`src/rtl/dsa_pkg.sv`:
```
// Shared types and constants for the decimating sample averager.
`timescale 1ns / 1ps

package dsa_pkg;

	// Field and register widths
	localparam int SAMPLE_BITS = 10;
	localparam int PERIOD_W    = 16;
	localparam int COUNT_W     = 6;
	localparam int MODE_W      = 2;
	localparam int ACC_W       = 16;
	localparam int STEP_W      = 4;   // holds divider step index 0..SAMPLE_BITS-1
	localparam int ADDR_W      = 4;
	localparam int DATA_W      = 32;

	localparam logic [SAMPLE_BITS-1:0] SAMPLE_MAX = '1;

	// Register reset values
	localparam logic [PERIOD_W-1:0] PERIOD_RST = 16'd500;
	localparam logic [COUNT_W-1:0]  COUNT_RST  = 6'd16;
	localparam logic [MODE_W-1:0]   MODE_RST   = 2'd1;

	// Register indexes (word address)
	typedef logic [1:0] reg_idx_t;
	localparam reg_idx_t REG_PERIOD = 2'd0;
	localparam reg_idx_t REG_COUNT  = 2'd1;
	localparam reg_idx_t REG_MODE   = 2'd2;

	// Filter modes; the unused code behaves as pass-through
	localparam logic [MODE_W-1:0] MODE_PASS = 2'd0;
	localparam logic [MODE_W-1:0] MODE_AVG  = 2'd1;
	localparam logic [MODE_W-1:0] MODE_RUN  = 2'd2;

	typedef struct packed {
		logic [PERIOD_W-1:0] sample_period;
		logic [COUNT_W-1:0]  sample_count;
		logic [MODE_W-1:0]   filter_mode;
	} cfg_t;

	// Controller to datapath
	typedef struct packed {
		logic tick_only;    // accepted tick, no sample due
		logic take_sample;  // accepted tick, sample taken, divider loaded
		logic div_step;     // one shift-subtract step
		logic update;       // fold quotient and sample into block state
		logic emit;         // load output register, restart block
	} cmd_t;

	// Datapath to controller
	typedef struct packed {
		logic sample_due;
		logic div_last;
		logic block_done;
		logic out_free;
	} status_t;

endpackage

```
`src/rtl/dsa_channels.sv`:
```
// Valid/ready channel interfaces for input ticks and filtered results.
`timescale 1ns / 1ps

interface dsa_in_if;
	logic                            valid;
	logic                            ready;
	logic [dsa_pkg::SAMPLE_BITS-1:0] adc_sample;

	modport source (output valid, output adc_sample, input ready);
	modport sink   (input valid, input adc_sample, output ready);
endinterface

interface dsa_out_if;
	logic                            valid;
	logic                            ready;
	logic [dsa_pkg::SAMPLE_BITS-1:0] filtered_value;

	modport source (output valid, output filtered_value, input ready);
	modport sink   (input valid, input filtered_value, output ready);
endinterface

```
`src/rtl/dsa_regs.sv`:
```
// APB-style configuration register file.
`timescale 1ns / 1ps

module dsa_regs (
	input  logic                         clk,
	input  logic                         arst_n,
	input  logic                         psel,
	input  logic                         penable,
	input  logic                         pwrite,
	input  logic [dsa_pkg::ADDR_W-1:0]   paddr,
	input  logic [dsa_pkg::DATA_W-1:0]   pwdata,
	output logic [dsa_pkg::DATA_W-1:0]   prdata,
	output logic                         pready,
	output dsa_pkg::cfg_t                cfg
);

	dsa_pkg::cfg_t     cfg_q;
	dsa_pkg::reg_idx_t idx;
	logic              wr_en;

	assign idx    = paddr[3:2];
	assign wr_en  = psel && penable && pwrite;
	assign pready = 1'b1;
	assign cfg    = cfg_q;

	// Register writes
	always_ff @(posedge clk or negedge arst_n) begin
		if (!arst_n) begin
			cfg_q.sample_period <= dsa_pkg::PERIOD_RST;
			cfg_q.sample_count  <= dsa_pkg::COUNT_RST;
			cfg_q.filter_mode   <= dsa_pkg::MODE_RST;
		end else if (wr_en) begin
			case (idx)
				dsa_pkg::REG_PERIOD: cfg_q.sample_period <= pwdata[dsa_pkg::PERIOD_W-1:0];
				dsa_pkg::REG_COUNT:  cfg_q.sample_count  <= pwdata[dsa_pkg::COUNT_W-1:0];
				dsa_pkg::REG_MODE:   cfg_q.filter_mode   <= pwdata[dsa_pkg::MODE_W-1:0];
				default: ;
			endcase
		end
	end

	// Read mux
	always_comb begin
		case (idx)
			dsa_pkg::REG_PERIOD: prdata = dsa_pkg::DATA_W'(cfg_q.sample_period);
			dsa_pkg::REG_COUNT:  prdata = dsa_pkg::DATA_W'(cfg_q.sample_count);
			dsa_pkg::REG_MODE:   prdata = dsa_pkg::DATA_W'(cfg_q.filter_mode);
			default:             prdata = '0;
		endcase
	end

endmodule

```
`src/rtl/dsa_ctrl.sv`:
```
// Sequencing state machine: accept, divide, update, emit.
`timescale 1ns / 1ps

module dsa_ctrl (
	input  logic              clk,
	input  logic              arst_n,
	input  logic              in_valid,
	output logic              in_ready,
	input  dsa_pkg::status_t  status,
	output dsa_pkg::cmd_t     cmd
);

	typedef enum logic [3:0] {
		ST_IDLE = 4'b0001,
		ST_DIV  = 4'b0010,
		ST_UPD  = 4'b0100,
		ST_EMIT = 4'b1000
	} state_t;

	state_t state_q, state_d;

	always_ff @(posedge clk or negedge arst_n) begin
		if (!arst_n) begin
			state_q <= ST_IDLE;
		end else begin
			state_q <= state_d;
		end
	end

	// Next state and commands
	always_comb begin
		state_d  = state_q;
		cmd      = '0;
		in_ready = 1'b0;
		case (state_q)
			ST_IDLE: begin
				in_ready = 1'b1;
				if (in_valid) begin
					if (status.sample_due) begin
						cmd.take_sample = 1'b1;
						state_d         = ST_DIV;
					end else begin
						cmd.tick_only = 1'b1;
					end
				end
			end
			ST_DIV: begin
				cmd.div_step = 1'b1;
				if (status.div_last) state_d = ST_UPD;
			end
			ST_UPD: begin
				cmd.update = 1'b1;
				state_d    = status.block_done ? ST_EMIT : ST_IDLE;
			end
			ST_EMIT: begin
				// hold until the output register can take the result
				if (status.out_free) begin
					cmd.emit = 1'b1;
					state_d  = ST_IDLE;
				end
			end
			default: state_d = ST_IDLE;
		endcase
	end

endmodule

```
`src/rtl/dsa_datapath.sv`:
```
// Tick counter, shift-subtract divider, block state and output register.
`timescale 1ns / 1ps

module dsa_datapath #(
	parameter int MAX_SAMPLES = 32,
	parameter int MIN_PERIOD  = 1,
	parameter int MAX_PERIOD  = 65535
) (
	input  logic                             clk,
	input  logic                             arst_n,
	input  dsa_pkg::cfg_t                    cfg,
	input  dsa_pkg::cmd_t                    cmd,
	output dsa_pkg::status_t                 status,
	input  logic [dsa_pkg::SAMPLE_BITS-1:0]  in_sample,
	output logic                             out_valid,
	output logic [dsa_pkg::SAMPLE_BITS-1:0]  out_value,
	input  logic                             out_ready
);

	localparam int SB = dsa_pkg::SAMPLE_BITS;
	localparam int CW = dsa_pkg::COUNT_W;

	logic [dsa_pkg::PERIOD_W-1:0] tick_count_q, tick_next, period_eff;
	logic [CW-1:0]                count_eff, samples_taken_q, div_d_q, rem_q;
	logic [CW:0]                  rem_sh, samples_next;
	logic [SB-1:0]                quo_q, sample_q, latest_q, run_q, out_data_q, result;
	logic [SB:0]                  run_sum;
	logic [dsa_pkg::ACC_W-1:0]    acc_q;
	logic [dsa_pkg::STEP_W-1:0]   step_q;
	logic                         out_valid_q;

	// Clamped period and count
	always_comb begin
		period_eff = cfg.sample_period;
		if (32'(cfg.sample_period) < MIN_PERIOD) period_eff = dsa_pkg::PERIOD_W'(MIN_PERIOD);
		if (32'(cfg.sample_period) > MAX_PERIOD) period_eff = dsa_pkg::PERIOD_W'(MAX_PERIOD);
		count_eff = cfg.sample_count;
		if (cfg.sample_count == '0) count_eff = CW'(1);
		if (32'(cfg.sample_count) > MAX_SAMPLES) count_eff = CW'(MAX_SAMPLES);
	end

	assign tick_next    = tick_count_q + 1'b1;
	assign rem_sh       = {rem_q, quo_q[SB-1]};
	assign samples_next = {1'b0, samples_taken_q} + 1'b1;
	assign run_sum      = {1'b0, run_q} + {1'b0, sample_q};

	// Result selection by mode
	always_comb begin
		case (cfg.filter_mode)
			dsa_pkg::MODE_AVG:
				result = (acc_q > dsa_pkg::ACC_W'(dsa_pkg::SAMPLE_MAX)) ?
					dsa_pkg::SAMPLE_MAX : acc_q[SB-1:0];
			dsa_pkg::MODE_RUN: result = run_q;
			default:           result = latest_q;
		endcase
	end

	assign status.sample_due = tick_next >= period_eff;
	assign status.div_last   = step_q == dsa_pkg::STEP_W'(SB - 1);
	assign status.block_done = samples_next >= {1'b0, count_eff};
	assign status.out_free   = !out_valid_q || out_ready;

	// Tick counter
	always_ff @(posedge clk or negedge arst_n) begin
		if (!arst_n) begin
			tick_count_q <= '0;
		end else if (cmd.take_sample) begin
			tick_count_q <= '0;
		end else if (cmd.tick_only) begin
			tick_count_q <= tick_next;
		end
	end

	// Restoring divider: sample / clamped count, one quotient bit a cycle
	always_ff @(posedge clk) begin
		if (cmd.take_sample) begin
			sample_q <= in_sample;
			quo_q    <= in_sample;
			rem_q    <= '0;
			div_d_q  <= count_eff;
			step_q   <= '0;
		end else if (cmd.div_step) begin
			step_q <= step_q + 1'b1;
			if (rem_sh >= {1'b0, div_d_q}) begin
				rem_q <= CW'(rem_sh - {1'b0, div_d_q});
				quo_q <= {quo_q[SB-2:0], 1'b1};
			end else begin
				rem_q <= rem_sh[CW-1:0];
				quo_q <= {quo_q[SB-2:0], 1'b0};
			end
		end
	end

	// Block state
	always_ff @(posedge clk or negedge arst_n) begin
		if (!arst_n) begin
			samples_taken_q <= '0;
			acc_q           <= '0;
			latest_q        <= '0;
			run_q           <= '0;
		end else if (cmd.update) begin
			samples_taken_q <= samples_next[CW-1:0];
			acc_q           <= acc_q + dsa_pkg::ACC_W'(quo_q);
			latest_q        <= sample_q;
			run_q           <= run_sum[SB:1];
		end else if (cmd.emit) begin
			samples_taken_q <= '0;
			acc_q           <= '0;
			run_q           <= result;
		end
	end

	// Output register
	always_ff @(posedge clk or negedge arst_n) begin
		if (!arst_n) begin
			out_valid_q <= 1'b0;
		end else if (cmd.emit) begin
			out_valid_q <= 1'b1;
		end else if (out_ready) begin
			out_valid_q <= 1'b0;
		end
	end

	always_ff @(posedge clk) begin
		if (cmd.emit) out_data_q <= result;
	end

	assign out_valid = out_valid_q;
	assign out_value = out_data_q;

endmodule

```
`src/rtl/decimating_sample_averager.sv`:
```
// Decimating sample averager: top level.
`timescale 1ns / 1ps

// Each input transaction is one timer tick carrying a 10-bit converter value. A tick on
// which no sample is due is accepted in the idle state without leaving it, so such ticks
// can arrive back to back. A tick that takes a sample occupies the block through the
// accept, the one-bit-per-cycle restoring divider that forms sample / count and the
// update of the block state. A tick whose sample completes a block then loads the
// output register; that step waits while an earlier result
// still sits unread in the output register. Results are presented from that register,
// so the next tick is accepted while one waits.
// Registers: 0x0 sample_period, 0x4 sample_count, 0x8 filter_mode; write them only
// while the block is idle.
module decimating_sample_averager #(
	parameter int MAX_SAMPLES = 32,
	parameter int MIN_PERIOD  = 1,
	parameter int MAX_PERIOD  = 65535
) (
	input  logic                         clk,
	input  logic                         arst_n,
	input  logic                         psel,
	input  logic                         penable,
	input  logic                         pwrite,
	input  logic [dsa_pkg::ADDR_W-1:0]   paddr,
	input  logic [dsa_pkg::DATA_W-1:0]   pwdata,
	output logic [dsa_pkg::DATA_W-1:0]   prdata,
	output logic                         pready,
	dsa_in_if.sink                       in_ch,
	dsa_out_if.source                    out_ch
);

	dsa_pkg::cfg_t    cfg;
	dsa_pkg::cmd_t    cmd;
	dsa_pkg::status_t status;

	dsa_regs u_regs (
		.clk     (clk),
		.arst_n  (arst_n),
		.psel    (psel),
		.penable (penable),
		.pwrite  (pwrite),
		.paddr   (paddr),
		.pwdata  (pwdata),
		.prdata  (prdata),
		.pready  (pready),
		.cfg     (cfg)
	);

	dsa_ctrl u_ctrl (
		.clk      (clk),
		.arst_n   (arst_n),
		.in_valid (in_ch.valid),
		.in_ready (in_ch.ready),
		.status   (status),
		.cmd      (cmd)
	);

	dsa_datapath #(
		.MAX_SAMPLES (MAX_SAMPLES),
		.MIN_PERIOD  (MIN_PERIOD),
		.MAX_PERIOD  (MAX_PERIOD)
	) u_datapath (
		.clk       (clk),
		.arst_n    (arst_n),
		.cfg       (cfg),
		.cmd       (cmd),
		.status    (status),
		.in_sample (in_ch.adc_sample),
		.out_valid (out_ch.valid),
		.out_value (out_ch.filtered_value),
		.out_ready (out_ch.ready)
	);

endmodule

```
`src/flat_wrapper.sv`:
```
// flat-port wrapper written by rule: the top's interface ports become plain ports
module decimating_sample_averager_flat 
#(
	parameter int MAX_SAMPLES = 32,
	parameter int MIN_PERIOD  = 1,
	parameter int MAX_PERIOD  = 65535
)
  (clk, arst_n, psel, penable, pwrite, paddr, pwdata, prdata, pready, in_ch_valid, in_ch_adc_sample, in_ch_ready, out_ch_valid, out_ch_filtered_value, out_ch_ready);
  dsa_in_if in_ch_i ();
  dsa_out_if out_ch_i ();
  input  logic clk;
  input  logic arst_n;
  input  logic psel;
  input  logic penable;
  input  logic pwrite;
  input  logic [dsa_pkg::ADDR_W-1:0] paddr;
  input  logic [dsa_pkg::DATA_W-1:0] pwdata;
  output logic [dsa_pkg::DATA_W-1:0] prdata;
  output logic pready;
  input wire logic [$bits(in_ch_i.valid)-1:0] in_ch_valid;
  input wire logic [$bits(in_ch_i.adc_sample)-1:0] in_ch_adc_sample;
  output wire logic [$bits(in_ch_i.ready)-1:0] in_ch_ready;
  output wire logic [$bits(out_ch_i.valid)-1:0] out_ch_valid;
  output wire logic [$bits(out_ch_i.filtered_value)-1:0] out_ch_filtered_value;
  input wire logic [$bits(out_ch_i.ready)-1:0] out_ch_ready;
  assign in_ch_i.valid = in_ch_valid;
  assign in_ch_i.adc_sample = in_ch_adc_sample;
  assign in_ch_ready = in_ch_i.ready;
  assign out_ch_valid = out_ch_i.valid;
  assign out_ch_filtered_value = out_ch_i.filtered_value;
  assign out_ch_i.ready = out_ch_ready;
  decimating_sample_averager #(.MAX_SAMPLES(MAX_SAMPLES), .MIN_PERIOD(MIN_PERIOD), .MAX_PERIOD(MAX_PERIOD)) u_core (.clk(clk), .arst_n(arst_n), .psel(psel), .penable(penable), .pwrite(pwrite), .paddr(paddr), .pwdata(pwdata), .prdata(prdata), .pready(pready), .in_ch(in_ch_i), .out_ch(out_ch_i));
endmodule
```
`config.mk`:
```
export PLATFORM = sky130hd
export DESIGN_NAME = decimating_sample_averager_flat
export DESIGN_NICKNAME = d
export VERILOG_FILES = /design/src/rtl/dsa_pkg.sv /design/src/rtl/dsa_channels.sv /design/src/rtl/dsa_regs.sv /design/src/rtl/dsa_ctrl.sv /design/src/rtl/dsa_datapath.sv /design/src/rtl/decimating_sample_averager.sv /design/src/flat_wrapper.sv
export SDC_FILE = /design/constraint.sdc
export NUM_CORES = 1
export LEC_CHECK = 0
export ABC_AREA = 1
export BUFFER_PORTS_ARGS = -buffer_cell sky130_fd_sc_hd__buf_2
export CORE_ASPECT_RATIO = 2
export CORE_MARGIN = 2
export CORE_UTILIZATION = 30
export DETAILED_ROUTE_END_ITERATION = 16
export PLACE_DENSITY = 0.46
export SETUP_SLACK_MARGIN = 0.05
export SLEW_MARGIN = 20
export SYNTH_ARGS = -nofsm -noshare
export SYNTH_HDL_FRONTEND = slang
export SYNTH_SLANG_ARGS = --single-unit
export TNS_END_PERCENT = 10
```
`constraint.sdc`:
```
create_clock -name clk -period 5 [get_ports clk]
set_input_delay 0.5 -clock clk [delete_from_list [all_inputs] [get_ports clk]]
set_output_delay 0.5 -clock clk [all_outputs]
set_load 0.1 [all_outputs]
```
==> results.txt <==
The flow ran to the end, and the final reports show no timing, DRC or antenna violations. The count of flip-flops with a built-in enable after synthesis is 36. The total power draw is between 3 and 4 mW.

In this run the worst path has a maximum fanout of 10. The number of global-route vias before repair came out at a little over 7000. The diode insertion count for antenna repair is 0. In this run the post-CTS setup repair buffer count came out at 0.

The detailed placement HPWL is 17330 um. In the synthesized netlist the dominant register cell turns out to be sky130_fd_sc_hd__dfrtp_1. Before antenna repair, the detailed router went through 7 iterations. The via count normalized by instance count is ~4.6. The net count of the finished layout is approximately 1200.

The placer congestion estimate came out at around 0.83. The count of pins on the block boundary is 98. The total area inside the core boundary comes to 0.02680 mm^2. The launching element of the worst setup path is u_core.u_datapath.tick_count_q[0]$_DFFE_PN0P_. The number of H-tree levels is 4. Setup repair after global routing left no endpoint under its margin. The worst hold path belongs to the class input port to async pin. The worst register-to-register path begins at u_core.u_datapath.tick_count_q[0]$_DFFE_PN0P_. The total overflow reported by the global router came out at 0. The average wire per cell in the routed design came out at roughly 16 um. The average size of a mapped cell came out at about 8 um^2. Adding up every negative setup slack in the final design gives 0 ns. The total CTS buffers is 17. The register area share after synthesis is 42.81%. In this run the tightest slew margin relative to its limit is 35.96%. The highest clock rate is between 300 and 400 MHz.

The final hold slack is 0.07533 ns. The detailed router placed 6737 vias in this run. The finished layout cell area is 0.009333 mm^2. TritonCTS built the clock tree. The share of synthesized flip-flops with an asynchronous set or reset is between 60% and 70%. In this run, synthesis produced a sequential element count of 133. The setup path with the least slack is of type flop to flop. The effective utilization at floorplan is 30.24%.

The final cell utilization of the core is between 30% and 40%. The placement row count is between 80 and 90. In this run the cell area of the synthesized design comes to about 0.0081 mm^2. The starting DRC count in detailed routing came out at ~330. Power spread over the standard cell area amounts to about 370 mW/mm^2. The tree is rooted in a sky130_fd_sc_hd__clkbuf_16.

The post-place instance area came out at just under 0.009 mm^2. The number of max-cap violations is 0. Gates resized during post-CTS repair numbered 0.

The die height is between 200 and 250 um. Relative to the synthesized area, the layout overhead comes to 15.14%. The wire length after detailed routing is approximately 23000 um. The die covers 0.02843 mm^2. Cells with a size suffix above 1 make up 12.79% of the layout.

The number of standard cells after synthesis came out at 1027. The clock tree skew after final layout is 0.009131 ns. The distinct cell type count after synthesis came out at between 40 and 50. The worst-skew pair later-pin latency is around 0.43 ns.

The smallest clock period supported by the final layout is computed as 3.302 ns. The worst path required time is 5.07 ns. For this run, the total global-route usage over all layers was measured as about 17%. The leakage power of the design came out at between 4 and 5 nW. The final setup slack of the worst path came out at between 1.5 and 2 ns. VDD sags by at most just over 200 uV.

The number of fillers in the final layout is between 2000 and 3000. The die width came out at around 120 um. After layout, the worst path uses around two thirds of the clock period. The post-detailed-route count of antenna-violating nets came out at 0. The worst setup path is captured at a flop. The number of hold-slack violations in the final timing report is 0. The final max-slew violation count is 0. The total number of clock tree sinks came out at between 100 and 150. STA classifies the critical path startpoint as a flop. The largest net degree at the start of global routing came out at 48. The maximum root-to-sink buffer count is 2. The number of port buffers is 62. The number of cells after detailed placement came out at around 1400.

STA puts the critical path data arrival time at roughly 3.4 ns. Before CTS, the worst setup slack after placement is 1.594 ns. Yosys printed 0 warnings. After clock tree synthesis, the clock-pin slew on the worst setup and hold paths is 0.06 ns. The number of antenna violations at the first check in global routing is 0. The transition at the pin with the smallest max-transition slack came out at around 0.96 ns. The total of endpoints with negative setup slack in the final report is 0. The global-route wire length before repair is 36660 um. After the flow finishes, the layout carries non-filler instances totaling between 1000 and 1500. The post-detailed-route DRC marker count came out at 0. The cts-stage hold buffer count came out at 0.
## power breakdown
| group | internal, mW | leakage [nW] | switching (mW) |
|---|---|---|---|
| logic | 0.220 | 2.97 | 0.599 |
| registers | 1.21 | 1.44 | 0.0582 |
| clock network | 0.845 | 0.289 | 0.500 |
| total | 2.28 | 4.70 | 1.16 |
## metal layers
metal | vias to the layer above | wire length, um | GRT usage (%) | share of wire (%)
met1 | 3137 | 7907 | 15.43 | 35
met4 | 0 | 741 | 7.329 | 3.2
li1 | 3437 | - | - | -
met3 | 41 | 622 | 3.083 | 2.7
met2 | 122 | 13630 | 34.83 | 60
met5 | - | 0 | 0 | 0
## registers in the layout, summed over array words and instances, names as in the netlist, 4 cells and up
signal / count
u_core.u_datapath.latest_q: 10
u_core.u_ctrl.state_q: 4
u_core.u_datapath.run_q: 10
u_core.u_datapath.div_d_q: 6
u_core.u_datapath.out_value: 10
u_core.u_datapath.sample_q: 10
u_core.u_datapath.acc_q: 16
u_core.u_datapath.quo_q: 10
u_core.u_datapath.rem_q: 6
u_core.u_regs.cfg: 24
u_core.u_datapath.samples_taken_q: 6
u_core.u_datapath.step_q: 4
u_core.u_datapath.tick_count_q: 16
## final timing paths
| kind | end | slack (ns) | cells after the start |
|---|---|---|---|
| setup / recovery | u_core.u_datapath.quo_q[7]$_DFFE_PP_ | 1.70 | 17 |
| hold / removal | u_core.u_datapath.run_q[6]$_DFFE_PN0P_ | 0.08 | 1 |
| setup reg to reg | u_core.u_datapath.quo_q[7]$_DFFE_PP_ | 1.70 | 17 |
| hold reg to reg | u_core.u_datapath.latest_q[3]$_DFFE_PN0P_ | 0.48 | 2 |
| max in group asynchronous | u_core.u_regs.cfg[22]$_DFFE_PN0P_ | 3.84 | 2 |
| min in group clk | u_core.u_datapath.sample_q[1]$_DFFE_PP_ | 0.27 | 1 |
## cell usage after synthesis (all sizes together), types with 4 or more instances
library cell	number	area [um^2]
nand3	63	335.3
xor2	18	157.7
ha	53	663.1
o22ai	6	37.54
clkbuf	9	33.78
o21bai	5	37.54
o21ai	67	380.4
a21oi	62	314.1
nand2	296	1121
dfxtp	10	200.2
edfxtp	36	1081
inv	137	514.2
nor2	81	316.5
xnor2	5	43.79
nand4	24	156.4
buf	29	196.4
a22o	5	43.79
clkinv	4	16.26
nor3	5	52.55
dfrtp	78	1952
dfstp	9	236.5
o211ai	4	30.03
## area by class of cell
class	count	area, um^2	share of cell area [%]
Inverter	141	530.5	5.684
Multi-Input combinational cell	730	3931	42.12
Timing Repair Buffer	66	342.8	3.673
Sequential cell	133	3470	37.18
Tap cell	348	435.4	4.666
Clock inverter	13	180.2	1.931
Clock buffer	19	442.9	4.746
## critical path: stages (launching register included)
cell and delay [ns]:
sky130_fd_sc_hd__dfrtp_1 0.43, sky130_fd_sc_hd__ha_1 0.22, sky130_fd_sc_hd__nand2_1 0.08, sky130_fd_sc_hd__nor2_2 0.29, sky130_fd_sc_hd__nand3_1 0.14, sky130_fd_sc_hd__xor2_1 0.25, sky130_fd_sc_hd__inv_1 0.14, sky130_fd_sc_hd__ha_1 0.29
sky130_fd_sc_hd__nand2_1 0.05, sky130_fd_sc_hd__inv_1 0.06, sky130_fd_sc_hd__nand2_1 0.07, sky130_fd_sc_hd__nand3_1 0.06, sky130_fd_sc_hd__nand2_1 0.05, sky130_fd_sc_hd__inv_1 0.04, sky130_fd_sc_hd__nand2_1 0.06, sky130_fd_sc_hd__nand2_1 0.11
sky130_fd_sc_hd__nand3_2 0.17, sky130_fd_sc_hd__nand2_1 0.43
## placed cells by master, fill, tap and decap left out, types with 3 or more instances in the layout
cell type,instances
sky130_fd_sc_hd__o21ai_0,54
sky130_fd_sc_hd__buf_2,61
sky130_fd_sc_hd__dfrtp_1,78
sky130_fd_sc_hd__a21oi_1,61
sky130_fd_sc_hd__inv_2,4
sky130_fd_sc_hd__nand2_2,4
sky130_fd_sc_hd__edfxtp_1,36
sky130_fd_sc_hd__nand4_1,23
sky130_fd_sc_hd__conb_1,17
sky130_fd_sc_hd__xor2_1,18
sky130_fd_sc_hd__nand3_1,59
sky130_fd_sc_hd__o21bai_1,5
sky130_fd_sc_hd__ha_1,53
sky130_fd_sc_hd__clkinvlp_4,5
sky130_fd_sc_hd__xnor2_1,5
sky130_fd_sc_hd__inv_1,133
sky130_fd_sc_hd__buf_4,5
sky130_fd_sc_hd__nor2_1,78
sky130_fd_sc_hd__o21ai_2,12
sky130_fd_sc_hd__bufinv_16,4
sky130_fd_sc_hd__clkinv_2,3
sky130_fd_sc_hd__fa_1,3
sky130_fd_sc_hd__o211ai_1,4
sky130_fd_sc_hd__dfxtp_1,10
sky130_fd_sc_hd__a31oi_1,3
sky130_fd_sc_hd__nand3_2,4
sky130_fd_sc_hd__o22ai_1,6
sky130_fd_sc_hd__clkbuf_16,17
sky130_fd_sc_hd__dfstp_2,9
sky130_fd_sc_hd__clkinv_1,4
sky130_fd_sc_hd__nand2_1,292
sky130_fd_sc_hd__a22o_1,5
sky130_fd_sc_hd__nand3b_1,3
## kinds of logic (layout without fill, tap and decap cells)
logic type	after synthesis	count (layout)	share of synthesized area, %
buffers and inverters	179	239	9.385
flip-flops	133	133	42.81
other	2	17	0.09266
AO/OA/AOI/OAI	159	159	11.35
XOR/XNOR	23	23	2.485
AND/OR/NAND/NOR	475	475	24.96
adder cells (fa/ha/maj)	56	56	8.923
No activity file was read; power rests on OpenSTA's default activity.
